<file path="config.mk">
export PLATFORM = sky130hd
export DESIGN_NAME = encoder_multiturn_angle_accumulator_core_flat
export DESIGN_NICKNAME = d
export VERILOG_FILES = /design/src/design/emaa_pkg.sv /design/src/design/emaa_intf.sv /design/src/design/encoder_multiturn_angle_accumulator_core.sv /design/src/flat_wrapper.sv
export SDC_FILE = /design/constraint.sdc
export NUM_CORES = 2
export LEC_CHECK = 0
export BUFFER_PORTS_ARGS = -buffer_cell sky130_fd_sc_hd__buf_4
export CAP_MARGIN = 25
export CELL_PAD_IN_SITES_DETAIL_PLACEMENT = 0
export CELL_PAD_IN_SITES_GLOBAL_PLACEMENT = 2
export CORE_ASPECT_RATIO = 1.2
export CORE_MARGIN = 10
export CORE_UTILIZATION = 46
export CTS_CLUSTER_DIAMETER = 60
export DETAILED_ROUTE_END_ITERATION = 10
export PLACE_DENSITY = 0.93
export SLEW_MARGIN = 15
export SYNTH_ARGS = -nofsm -noshare
export SYNTH_HDL_FRONTEND = slang
export SYNTH_SLANG_ARGS = --single-unit
</file>
<file path="constraint.sdc">
create_clock -name clk_i -period 17.6 [get_ports clk_i]
set_clock_uncertainty 0.2 [all_clocks]
set_input_delay 2.64 -clock clk_i [delete_from_list [all_inputs] [get_ports clk_i]]
set_output_delay 2.64 -clock clk_i [all_outputs]
set_load 0.05 [all_outputs]
</file>
<file path="src/design/emaa_pkg.sv">
// ----------------------------------------------------------------------------
// emaa_pkg
// Shared widths, register codes and scaling constants of the multi-turn
// encoder angle accumulator.
// ----------------------------------------------------------------------------
package emaa_pkg;

  // field widths
  localparam int ANGLE_W   = 13;
  localparam int SPEED_W   = 16;
  localparam int ACCUM_W   = 56;
  localparam int TOTAL_W   = 56;
  localparam int CFG_IDX_W = 8;
  localparam int CFG_DAT_W = 16;

  // encoder and gearbox
  localparam longint unsigned ENC_MOD       = 64'd8191;
  localparam longint unsigned GEAR_SLOW     = 64'd19;
  localparam longint unsigned GEAR_FAST     = 64'd36;
  localparam longint unsigned FULL_TURN_DEG = 64'd360;
  localparam int              FRAC_BITS     = 24;
  localparam logic [ANGLE_W-1:0] WRAP_LIMIT_RST = ANGLE_W'(1250);

  // step magnitude in counts and the scaled increment
  localparam int MAG_W   = ANGLE_W;
  localparam int QI_W    = 16;
  localparam int DEN_W   = 19;
  localparam int Y_W     = 32;
  localparam int Q_W     = 30;
  localparam int RECIP_W = 34;
  localparam int RECIP_SHIFT = Y_W + DEN_W;
  localparam int PROD_W  = Y_W + RECIP_W;

  // degrees per count in q.24 split as whole part plus remainder over den
  localparam longint unsigned SCALE_NUM = FULL_TURN_DEG * (64'd1 << FRAC_BITS);
  localparam longint unsigned DEN_SLOW  = ENC_MOD * GEAR_SLOW;
  localparam longint unsigned DEN_FAST  = ENC_MOD * GEAR_FAST;

  localparam logic [QI_W-1:0]  QI_SLOW   = QI_W'(SCALE_NUM / DEN_SLOW);
  localparam logic [QI_W-1:0]  QI_FAST   = QI_W'(SCALE_NUM / DEN_FAST);
  localparam logic [DEN_W-1:0] REM_SLOW  = DEN_W'(SCALE_NUM % DEN_SLOW);
  localparam logic [DEN_W-1:0] REM_FAST  = DEN_W'(SCALE_NUM % DEN_FAST);
  localparam logic [DEN_W-1:0] HALF_SLOW = DEN_W'(DEN_SLOW / 64'd2);
  localparam logic [DEN_W-1:0] HALF_FAST = DEN_W'(DEN_FAST / 64'd2);

  // rounded-up reciprocals, exact floor division for any 32-bit dividend
  localparam logic [RECIP_W-1:0] RECIP_SLOW =
    RECIP_W'(((64'd1 << RECIP_SHIFT) + DEN_SLOW - 64'd1) / DEN_SLOW);
  localparam logic [RECIP_W-1:0] RECIP_FAST =
    RECIP_W'(((64'd1 << RECIP_SHIFT) + DEN_FAST - 64'd1) / DEN_FAST);

  // saturation bounds
  localparam logic signed [ACCUM_W-1:0] ACCUM_MAX = {1'b0, {(ACCUM_W-1){1'b1}}};
  localparam logic signed [ACCUM_W-1:0] ACCUM_MIN = {1'b1, {(ACCUM_W-1){1'b0}}};

  typedef enum logic [CFG_IDX_W-1:0] {
    REG_MOTOR_KIND = 8'd0,
    REG_WRAP_LIMIT = 8'd1
  } cfg_reg_e;

  typedef enum logic {
    MOTOR_SLOW_GEAR = 1'b0,
    MOTOR_FAST_GEAR = 1'b1
  } motor_kind_e;

endpackage

</file>
<file path="src/design/emaa_intf.sv">
// ----------------------------------------------------------------------------
// emaa channel interfaces
// Valid/ready channels for encoder samples, accumulated results and
// register writes.
// ----------------------------------------------------------------------------
interface emaa_sample_if import emaa_pkg::*; ();
  logic                      valid;
  logic                      ready;
  logic        [ANGLE_W-1:0] enc_angle;
  logic signed [SPEED_W-1:0] enc_speed;

  modport source (output valid, output enc_angle, output enc_speed, input ready);
  modport sink   (input valid, input enc_angle, input enc_speed, output ready);
endinterface

interface emaa_result_if import emaa_pkg::*; ();
  logic                      valid;
  logic                      ready;
  logic signed [TOTAL_W-1:0] total_angle;
  logic                      step_taken;

  modport source (output valid, output total_angle, output step_taken, input ready);
  modport sink   (input valid, input total_angle, input step_taken, output ready);
endinterface

interface emaa_cfg_if import emaa_pkg::*; ();
  logic                 valid;
  logic                 ready;
  logic [CFG_IDX_W-1:0] index;
  logic [CFG_DAT_W-1:0] data;

  modport source (output valid, output index, output data, input ready);
  modport sink   (input valid, input index, input data, output ready);
endinterface

</file>
<file path="src/design/encoder_multiturn_angle_accumulator_core.sv">
// ----------------------------------------------------------------------------
// encoder_multiturn_angle_accumulator_core
// Unwraps absolute rotor encoder samples into a saturating multi-turn
// output-shaft angle in degrees, q.24.
// ----------------------------------------------------------------------------
//  channel   dir   handshake     payload
//  sample_i  in    valid/ready   enc_angle[12:0], enc_speed[15:0] signed
//  result_o  out   valid/ready   total_angle[55:0] signed, step_taken
//  cfg_i     in    valid/ready   index[7:0], data[15:0]; always ready
//
//  one sample per cycle sustained while result_o is ready; the result is registered after the stages below
//  stages: step unwrap -> scale products -> reciprocal divide -> accumulate
//  the saturating add into the accumulator is the only feedback loop
//  each stage holds when the next is full, so bubbles fill under output stall
//  reset: pipeline empty, not primed, total 0, motor_kind 0, wrap_limit 1250
// ----------------------------------------------------------------------------
module encoder_multiturn_angle_accumulator_core import emaa_pkg::*; (
  input  logic clk_i,
  input  logic rst_ni,
  emaa_cfg_if.sink      cfg_i,
  emaa_sample_if.sink   sample_i,
  emaa_result_if.source result_o
);

  // configuration
  motor_kind_e        motor_kind_q;
  logic [ANGLE_W-1:0] wrap_limit_q;

  // unwrap state
  logic [ANGLE_W-1:0] prev_angle_q;
  logic               primed_q;

  // pipeline valids
  logic va_q, vb_q, vc_q, vo_q;
  logic adv_a, adv_b, adv_c;
  logic a_free, b_free, c_free, o_free;
  logic in_acc;

  // stage payloads
  logic [MAG_W-1:0] m_d, m_a_q;
  logic             rev_a_q, taken_a_q;
  logic [Q_W-1:0]   p_int_d, p_int_b_q;
  logic [Y_W-1:0]   y_d, y_b_q;
  logic             rev_b_q, taken_b_q;
  logic [Q_W-1:0]   q_d, q_c_q;
  logic             rev_c_q, taken_c_q;

  logic signed [ACCUM_W-1:0] acc_q, acc_d;
  logic                      taken_o_q;

  // stage a comb
  logic               rev_in;
  logic               wrap_case;
  logic [ANGLE_W-1:0] ang_in;
  logic [ANGLE_W-1:0] diff_fwd, diff_rev, wrap_w;

  // stage b/c selections
  logic [QI_W-1:0]    qi_sel;
  logic [DEN_W-1:0]   rem_sel, half_sel;
  logic [RECIP_W-1:0] recip_sel;
  logic [PROD_W-1:0]  div_prod;

  // accumulate
  logic signed [ACCUM_W:0] inc, sum;

  // ---------------------------------------------------------------------------
  // configuration writes
  // ---------------------------------------------------------------------------
  assign cfg_i.ready = 1'b1;

  always_ff @(posedge clk_i or negedge rst_ni) begin
    if (!rst_ni) begin
      motor_kind_q <= MOTOR_SLOW_GEAR;
      wrap_limit_q <= WRAP_LIMIT_RST;
    end else if (cfg_i.valid) begin
      case (cfg_i.index)
        REG_MOTOR_KIND: motor_kind_q <= motor_kind_e'(cfg_i.data[0]);
        REG_WRAP_LIMIT: wrap_limit_q <= cfg_i.data[ANGLE_W-1:0];
        default: ;
      endcase
    end
  end

  // ---------------------------------------------------------------------------
  // handshake and stage advance
  // ---------------------------------------------------------------------------
  assign o_free = !vo_q || result_o.ready;
  assign adv_c  = vc_q && o_free;
  assign c_free = !vc_q || adv_c;
  assign adv_b  = vb_q && c_free;
  assign b_free = !vb_q || adv_b;
  assign adv_a  = va_q && b_free;
  assign a_free = !va_q || adv_a;

  assign sample_i.ready = a_free;
  assign in_acc         = sample_i.valid && a_free;

  always_ff @(posedge clk_i or negedge rst_ni) begin
    if (!rst_ni) begin
      va_q <= 1'b0;
      vb_q <= 1'b0;
      vc_q <= 1'b0;
      vo_q <= 1'b0;
    end else begin
      if (a_free) begin
        va_q <= sample_i.valid;
      end
      if (b_free) begin
        vb_q <= adv_a;
      end
      if (c_free) begin
        vc_q <= adv_b;
      end
      if (o_free) begin
        vo_q <= adv_c;
      end
    end
  end

  // ---------------------------------------------------------------------------
  // stage a: unwrap to a step magnitude in the speed direction
  // ---------------------------------------------------------------------------
  assign ang_in   = sample_i.enc_angle;
  assign rev_in   = sample_i.enc_speed[SPEED_W-1];
  assign diff_fwd = ang_in - prev_angle_q;
  assign diff_rev = prev_angle_q - ang_in;
  assign wrap_case = rev_in ? (ang_in > prev_angle_q) : (ang_in < prev_angle_q);
  // distance the other way round the circle
  assign wrap_w   = ANGLE_W'(ENC_MOD) - (rev_in ? diff_fwd : diff_rev);

  always_comb begin
    m_d = '0;
    if (primed_q) begin
      if (wrap_case) begin
        m_d = (wrap_w < wrap_limit_q) ? wrap_w : '0;
      end else begin
        m_d = rev_in ? diff_rev : diff_fwd;
      end
    end
  end

  always_ff @(posedge clk_i or negedge rst_ni) begin
    if (!rst_ni) begin
      prev_angle_q <= '0;
      primed_q     <= 1'b0;
    end else if (in_acc) begin
      prev_angle_q <= ang_in;
      primed_q     <= 1'b1;
    end
  end

  always_ff @(posedge clk_i) begin
    if (in_acc) begin
      m_a_q     <= m_d;
      rev_a_q   <= rev_in;
      taken_a_q <= (m_d != '0);
    end
  end

  // ---------------------------------------------------------------------------
  // stage b: whole part m*qi and dividend m*rem + den/2
  // ---------------------------------------------------------------------------
  always_comb begin
    if (motor_kind_q == MOTOR_FAST_GEAR) begin
      qi_sel    = QI_FAST;
      rem_sel   = REM_FAST;
      half_sel  = HALF_FAST;
      recip_sel = RECIP_FAST;
    end else begin
      qi_sel    = QI_SLOW;
      rem_sel   = REM_SLOW;
      half_sel  = HALF_SLOW;
      recip_sel = RECIP_SLOW;
    end
  end

  assign p_int_d = Q_W'(m_a_q) * Q_W'(qi_sel);
  assign y_d     = Y_W'(m_a_q) * Y_W'(rem_sel) + Y_W'(half_sel);

  always_ff @(posedge clk_i) begin
    if (adv_a) begin
      p_int_b_q <= p_int_d;
      y_b_q     <= y_d;
      rev_b_q   <= rev_a_q;
      taken_b_q <= taken_a_q;
    end
  end

  // ---------------------------------------------------------------------------
  // stage c: rounded fraction by reciprocal multiply, added to whole part
  // ---------------------------------------------------------------------------
  assign div_prod = PROD_W'(y_b_q) * PROD_W'(recip_sel);
  assign q_d      = p_int_b_q + Q_W'(div_prod[RECIP_SHIFT +: MAG_W]);

  always_ff @(posedge clk_i) begin
    if (adv_b) begin
      q_c_q     <= q_d;
      rev_c_q   <= rev_b_q;
      taken_c_q <= taken_b_q;
    end
  end

  // ---------------------------------------------------------------------------
  // output stage: saturating accumulate
  // ---------------------------------------------------------------------------
  always_comb begin
    inc = (ACCUM_W+1)'(q_c_q);
    if (rev_c_q) begin
      inc = -inc;
    end
    sum   = {acc_q[ACCUM_W-1], acc_q} + inc;
    acc_d = sum[ACCUM_W-1:0];
    if (sum[ACCUM_W] != sum[ACCUM_W-1]) begin
      acc_d = sum[ACCUM_W] ? ACCUM_MIN : ACCUM_MAX;
    end
  end

  always_ff @(posedge clk_i or negedge rst_ni) begin
    if (!rst_ni) begin
      acc_q <= '0;
    end else if (adv_c && taken_c_q) begin
      acc_q <= acc_d;
    end
  end

  always_ff @(posedge clk_i) begin
    if (adv_c) begin
      taken_o_q <= taken_c_q;
    end
  end

  assign result_o.valid       = vo_q;
  assign result_o.total_angle = TOTAL_W'(acc_q);
  assign result_o.step_taken  = taken_o_q;

  // ---------------------------------------------------------------------------
  // assertions
  // ---------------------------------------------------------------------------
  a_acc_only_on_load: assert property (@(posedge clk_i) disable iff (!rst_ni)
    !adv_c |=> $stable(acc_q))
    else $error("accumulator changed without a result load");

  a_first_sample_no_step: assert property (@(posedge clk_i) disable iff (!rst_ni)
    in_acc && !primed_q |-> m_d == '0)
    else $error("priming sample produced a step");

  a_wrap_within_limit: assert property (@(posedge clk_i) disable iff (!rst_ni)
    in_acc && primed_q && wrap_case |-> (m_d == '0) || (m_d < wrap_limit_q))
    else $error("wrap step at or above limit accepted");

  a_taken_nonzero_inc: assert property (@(posedge clk_i) disable iff (!rst_ni)
    vc_q && taken_c_q |-> q_c_q != '0)
    else $error("taken step scaled to zero");

endmodule

</file>
<file path="src/flat_wrapper.sv">
// flat-port wrapper written by rule: the top's interface ports become plain ports
module encoder_multiturn_angle_accumulator_core_flat import emaa_pkg::*;
  (clk_i, rst_ni, cfg_i_valid, cfg_i_index, cfg_i_data, cfg_i_ready, sample_i_valid, sample_i_enc_angle, sample_i_enc_speed, sample_i_ready, result_o_valid, result_o_total_angle, result_o_step_taken, result_o_ready);
  emaa_cfg_if cfg_i_i ();
  emaa_sample_if sample_i_i ();
  emaa_result_if result_o_i ();
  input  logic clk_i;
  input  logic rst_ni;
  input wire logic [$bits(cfg_i_i.valid)-1:0] cfg_i_valid;
  input wire logic [$bits(cfg_i_i.index)-1:0] cfg_i_index;
  input wire logic [$bits(cfg_i_i.data)-1:0] cfg_i_data;
  output wire logic [$bits(cfg_i_i.ready)-1:0] cfg_i_ready;
  input wire logic [$bits(sample_i_i.valid)-1:0] sample_i_valid;
  input wire logic [$bits(sample_i_i.enc_angle)-1:0] sample_i_enc_angle;
  input wire logic [$bits(sample_i_i.enc_speed)-1:0] sample_i_enc_speed;
  output wire logic [$bits(sample_i_i.ready)-1:0] sample_i_ready;
  output wire logic [$bits(result_o_i.valid)-1:0] result_o_valid;
  output wire logic [$bits(result_o_i.total_angle)-1:0] result_o_total_angle;
  output wire logic [$bits(result_o_i.step_taken)-1:0] result_o_step_taken;
  input wire logic [$bits(result_o_i.ready)-1:0] result_o_ready;
  assign cfg_i_i.valid = cfg_i_valid;
  assign cfg_i_i.index = cfg_i_index;
  assign cfg_i_i.data = cfg_i_data;
  assign cfg_i_ready = cfg_i_i.ready;
  assign sample_i_i.valid = sample_i_valid;
  assign sample_i_i.enc_angle = sample_i_enc_angle;
  assign sample_i_i.enc_speed = sample_i_enc_speed;
  assign sample_i_ready = sample_i_i.ready;
  assign result_o_valid = result_o_i.valid;
  assign result_o_total_angle = result_o_i.total_angle;
  assign result_o_step_taken = result_o_i.step_taken;
  assign result_o_i.ready = result_o_ready;
  encoder_multiturn_angle_accumulator_core u_core (.clk_i(clk_i), .rst_ni(rst_ni), .cfg_i(cfg_i_i), .sample_i(sample_i_i), .result_o(result_o_i));
endmodule
</file>
Yosys cells after proc, flatten, opt, wreduce, memory -nomap -nowiden
Index checks and enable logic that the tools add are counted.
{"block": "totals", "word_cells": 64, "in_bits": 58, "reg_bits": 199, "output_inout_bits": 60}
{"block": "classes", "n_addsub": 7, "muxes": 12, "eq_ne": 2, "n_mul": 3, "reduce_logical": 17, "n_lt_le_gt_ge": 3}
{"cell": "$mux 56", "count": 2}
{"cell": "$mux 13", "count": 5}
{"cell": "$mul 32x34->64", "count": 1}
{"cell": "$add 57x57->57", "count": 1}
{"cell": "$mux 57", "count": 1}
{"cell": "$neg 30->57", "count": 1}
{"cell": "$mux 34", "count": 1}
{"cell": "$add 32x18->32", "count": 1}
{"cell": "$add 29x13->30", "count": 1}
{"cell": "$mul 13x16->29", "count": 1}
{"cell": "$mul 13x15->28 const B", "count": 1}
{"cell": "$lt 13x13->1", "count": 2}
{"cell": "$sub 13x13->13", "count": 2}
{"cell": "$mux 18", "count": 1}
{"cell": "$mux 16", "count": 1}
{"cell": "$gt 13x13->1", "count": 1}
{"cell": "$reduce_bool 13->1", "count": 1}
{"cell": "$sub 13x13->13 const A", "count": 1}
{"cell": "$eq 8x1->1 const B", "count": 1}
{"cell": "$logic_not 8->1", "count": 1}
{"cell": "$logic_and 1x1->1", "count": 5}
{"cell": "$logic_not 1->1", "count": 4}
{"cell": "$logic_or 1x1->1", "count": 4}
{"cell": "$reduce_and 2->1", "count": 2}
{"cell": "2 further kinds", "count": 2}

Longest topological paths before layout
{"block": "depth", "depth_word": 9, "depth_mapped": 44, "ltp_nobuf": 43}

Worst setup path before layout
No wires, ideal clock.
{"block": "synth_path", "path_kind": "register to register", "startpoint": "register u_core.motor_kind_q", "endpoint": "register u_core.q_c_q[27], data pin", "t_arrival_ns": 10.050, "slack_ns": 7.092, "path_stages_with_launch": 41, "n_path_buf": 1, "period_less_slack_ns": 10.508, "setup_ns": 0.258, "required_ns": 17.142, "cell_sequence": "dfrtp_1 > clkinv_1 > clkbuf_1 > nor2_1 > fa_1 > inv_1 > fa_1 > inv_1 > fa_1 > inv_1 > fa_1 > fa_1 > inv_1 > fa_1 > fa_1 > inv_1 > fa_1 > inv_1 > [... 5 more ...] > nor4_1 > nor4_1 > o41ai_1 > xor2_1 > ha_1 > inv_1 > fa_1 > nor2b_1 > o21ai_0 > a21boi_0 > o21ai_0 > a21boi_0 > o21ai_0 > a21boi_0 > o31a_1 > o22ai_1 > nand2b_1 > xnor2_1"}
{"block": "synth_between", "elab_chain_len": 3}
{"item": "start, declared", "line_no": "encoder_multiturn_angle_accumulator_core.sv:26", "text": "motor_kind_e motor_kind_q;"}
{"item": "start signal, assigned", "line_no": "encoder_multiturn_angle_accumulator_core.sv:77", "text": "REG_MOTOR_KIND: motor_kind_q <= motor_kind_e'(cfg_i.data[0]);"}
{"item": "$mux 34", "line_no": "encoder_multiturn_angle_accumulator_core.sv:164", "text": "if (motor_kind_q == MOTOR_FAST_GEAR) begin"}
{"item": "$mul 32x34->64", "line_no": "encoder_multiturn_angle_accumulator_core.sv:192", "text": "assign div_prod = PROD_W'(y_b_q) * PROD_W'(recip_sel);"}
{"item": "$add 29x13->30", "line_no": "encoder_multiturn_angle_accumulator_core.sv:193", "text": "assign q_d = p_int_b_q + Q_W'(div_prod[RECIP_SHIFT +: MAG_W]);"}
{"item": "named net u_core.q_d[27]", "line_no": "encoder_multiturn_angle_accumulator_core.sv:45", "text": "logic [Q_W-1:0] q_d, q_c_q;"}
{"item": "end signal, assigned", "line_no": "encoder_multiturn_angle_accumulator_core.sv:197", "text": "q_c_q <= q_d;"}
{"item": "end, declared", "line_no": "encoder_multiturn_angle_accumulator_core.sv:45"}
The timed path passes the listed nets, and every way through them passes these cells.
A chain may end at the register's enable or synchronous reset.

Worst setup path after layout
{"block": "layout_path", "startpoint": "register u_core.motor_kind_q", "endpoint": "register u_core.q_c_q[23], data pin"}
The elaborated chain is that of the path after synthesis.

==> metrics.md <==
| Metric | Value |
|---|---|
| Final net count | `6099` |
| Commonest cells after routing, fill and taps aside | `inv_1 (1164), fa_1 (741), ha_1 (674), nand2_1 (292), nor2_1 (179)` |
| CTS Sinks | `195` |
| Ys flop type | `edfxtp_1` |
| Initial antenna violation count | `2` |
| Postcts setup bufs | `0` |
| Final setup TNS | `0 ns` |
| Yosys warning total | `0` |
| Syn_area_per_cell | `9.54 um^2` |
| Max Cap Viol | `0` |
| Worst path max stage delay | `roughly 1.1 ns` |
| Synth Area in Adders | `53.4%` |
| Starting Density | `46.4%` |
| Worst-Margin Slew | `1.21 ns` |
| Dominant cell type by area after synthesis | `fa_1` |
| Critical Path RT | `~18 ns` |
| DR vias/cell | `5.20` |
| Vias in the first global route | `roughly 33000` |
| Total GRT Usage | `a little under a quarter` |
| Antenna-violating nets left | `0` |
| Startpoint types | `flip-flop` |
| Largest fanout on the critical path | `approximately 50` |
| Max H-tree Level | `4` |
| GPL Wtd Cong | `0.977` |
| Core area | `0.0939 mm^2` |
| Post-synthesis mux area share | `0.548%` |
| Global route overflow | `0` |
| Post-synth EDFFs | `around 110` |
| RSZ-0062 raised after global routing | `no` |
| Die ar. | `about 0.11 mm^2` |
| Synth async-reset ratio | `45.1%` |
| CTS tree | `done` |
| Compound-gate portion of the synthesized area | `9.98%` |
| Pin count of the biggest net entering global routing | `60` |
| Post-Layout Inst Area | `~0.046 mm^2` |
| DR WL/cell | `20.2 um` |
| IO buf count | `between 90 and 100` |
| Leading cell type in the layout, fill and taps excluded | `inv_1` |
| Layout cell share with drive strength beyond 1 | `4.20%` |
| DRC viols | `0` |
| Xor and xnor fraction of the mapped netlist area | `4.34%` |
| Placed Area | `0.0457 mm^2` |
| Fin crit share | `73.6%` |
| Cell variety after synth | `80` |
| Mapped Area | `around 0.044 mm^2` |
| Final setup violation count | `0` |
| Fin. max-slew vios | `0` |
| Simple-Gate Fraction of Synth Area | `under 10%` |
| Syn-to-layout area delta | `6.32%` |
| WS Path Type | `flip-flop to flip-flop` |
| Yosys reg bits | `a little under 200` |
| # IOs | `118` |
| Hold Worst Slack | `around 0.26 ns` |
| Fmax | `0.0772 GHz` |
| Post-CTS Hold Fix Bufs | `0` |
| Area of the multi-input gates | `0.0334 mm^2` |
| Status | `completed` |
| Largest family of logic cells by synthesized area | `adder cells` |
| Clock root buffer | `clkbuf_16` |
| Site Rows | `123` |
| Seq/Total Area, Yosys | `roughly an eighth` |
| Routed vias | `between 30000 and 40000` |
| CTS clk-pin slew, worst paths | `0.10 ns` |
| CP Capture Type | `flip-flop` |
| First-pass GRT wire length | `between 150 and 200 mm` |
| Die X | `301 um` |
| FF/Latch Area | `0.00542 mm^2` |
| Total Wirelength | `119 mm` |
| TritonRoute pass-1 iters | `5` |
| Core Util, Final | `between 40 and 50%` |
| First DRT Iteration DRCs | `1863` |
| Cell count of the worst hold path | `0` |
| Die Ht | `roughly 360 um` |
| Fillers | `~9000` |
| Yosys top cell area share | `34.0%` |
| R2R cell count | `39` |
| Total CTS buffers | `17` |
| CP most frequent cell | `fa_1` |
| HPWL after DPL | `106 mm` |
| Top cells by area, synth | `fa_1 (34%), ha_1 (19%), inv_1 (10%)` |
| CP max-delay cell | `o41ai_2` |
| Slew Limit Headroom | `about 18%` |
| CP arrival | `12.97 ns` |
| # diodes | `0` |
| Hold Path Class | `flip-flop to flip-flop` |
| Clk_lat worst skew | `0.50 ns` |
| Min cycle time layout | `12.95 ns` |
| Final hold vios | `0` |
| Post-CTS sizing | `0` |
| Maximum clock insertion buffer count | `2` |
| Synth Instances | `4568` |
==> per-layer routing <==
metal  up-vias  share of wire [%]  global-route usage, %
met5         -              0.010                      0
met4         2                4.3                   9.12
met3       173                3.8                   2.52
met2       643                 51                   40.5
met1     15242                 41                   27.2
li1      14582                  -                      -
==> synthesized netlist by cell type (all sizes together) (18+ instances only) <==
library cell / count
nand2b: 32
nor2b: 35
o21bai: 27
xnor2: 154
o31ai: 18
dfrtp: 83
clkbuf: 83
a21o: 102
ha: 674
a31oi: 23
o21a: 22
xor2: 62
nand2: 293
nor2: 179
inv: 1164
o21ai: 189
nand3: 52
nand4: 32
and3: 31
edfxtp: 107
nor3: 35
buf: 23
a21oi: 163
and2: 23
fa: 741
==> sequential cells by signal (all words and copies together) (netlist names), 13 cells and up <==
name / count
u_core.prev_angle_q: 13
u_core.q_c_q: 30
u_core.m_a_q: 13
u_core.y_b_q: 29
u_core.wrap_limit_q: 13
u_core.result_o.total_angle: 56
u_core.p_int_b_q: 28
==> critical path, delay by kind of cell (launching register included) <==
kind / cells / cell delay [ns]
AND/OR/NAND/NOR: 9 / 2.08
XOR/XNOR: 2 / 0.41
flip-flops: 1 / 0.42
buffers and inverters: 8 / 1.24
AO/OA/AOI/OAI: 9 / 3.22
adder cells (fa/ha/maj): 11 / 5.06
==> through the flow <==
stage | instances | worst slack [ns]
after floorplan | 4595 | 7.09
after global placement | 5857 | 4.90
after detailed placement | 5857 | 4.95
after CTS | 5889 | 4.87
after global routing | 5889 | 4.12
final | 5889 | 4.65
==> final timing paths <==
| kind | slack [ns] | from | endpoint |
|---|---|---|---|
| min in group asynchronous | 1.94 | rst_ni | u_core.result_o.total_angle[42] |
| worst min-delay path | 0.26 | u_core.rev_b_q | u_core.rev_c_q |
| worst min register to register | 0.26 | u_core.rev_b_q | u_core.rev_c_q |
| worst max register to register | 4.65 | u_core.motor_kind_q | u_core.q_c_q[23] |
| worst max-delay path | 4.65 | u_core.motor_kind_q | u_core.q_c_q[23] |
| max in group asynchronous | 13.96 | rst_ni | u_core.wrap_limit_q[8] |
==> logic make-up after synthesis <==
kind of cell               count (synthesis)
DFF                                      195
AOI/OAI and AO/OA                        680
adders and majority gates               1415
xor gates and xnor gates                 216
and+or+nand+nor                          766
buffers and inverters                   1272
other                                      2
muxes                                     22
==> final cells by class <==
| type | count | share of cell area [%] |
|---|---|---|
| inverters | 1166 | 9.44 |
| multi-input cells | 3128 | 72.2 |
| repair buffers | 118 | 1.91 |
| clock inverters | 14 | 0.440 |
| clock buffers | 18 | 0.972 |
| well taps | 1250 | 3.37 |
| flip-flops and latches | 195 | 11.7 |
Power is not shown: default switching activity piles up to over one toggle a cycle in this logic, so the estimate is an artifact.
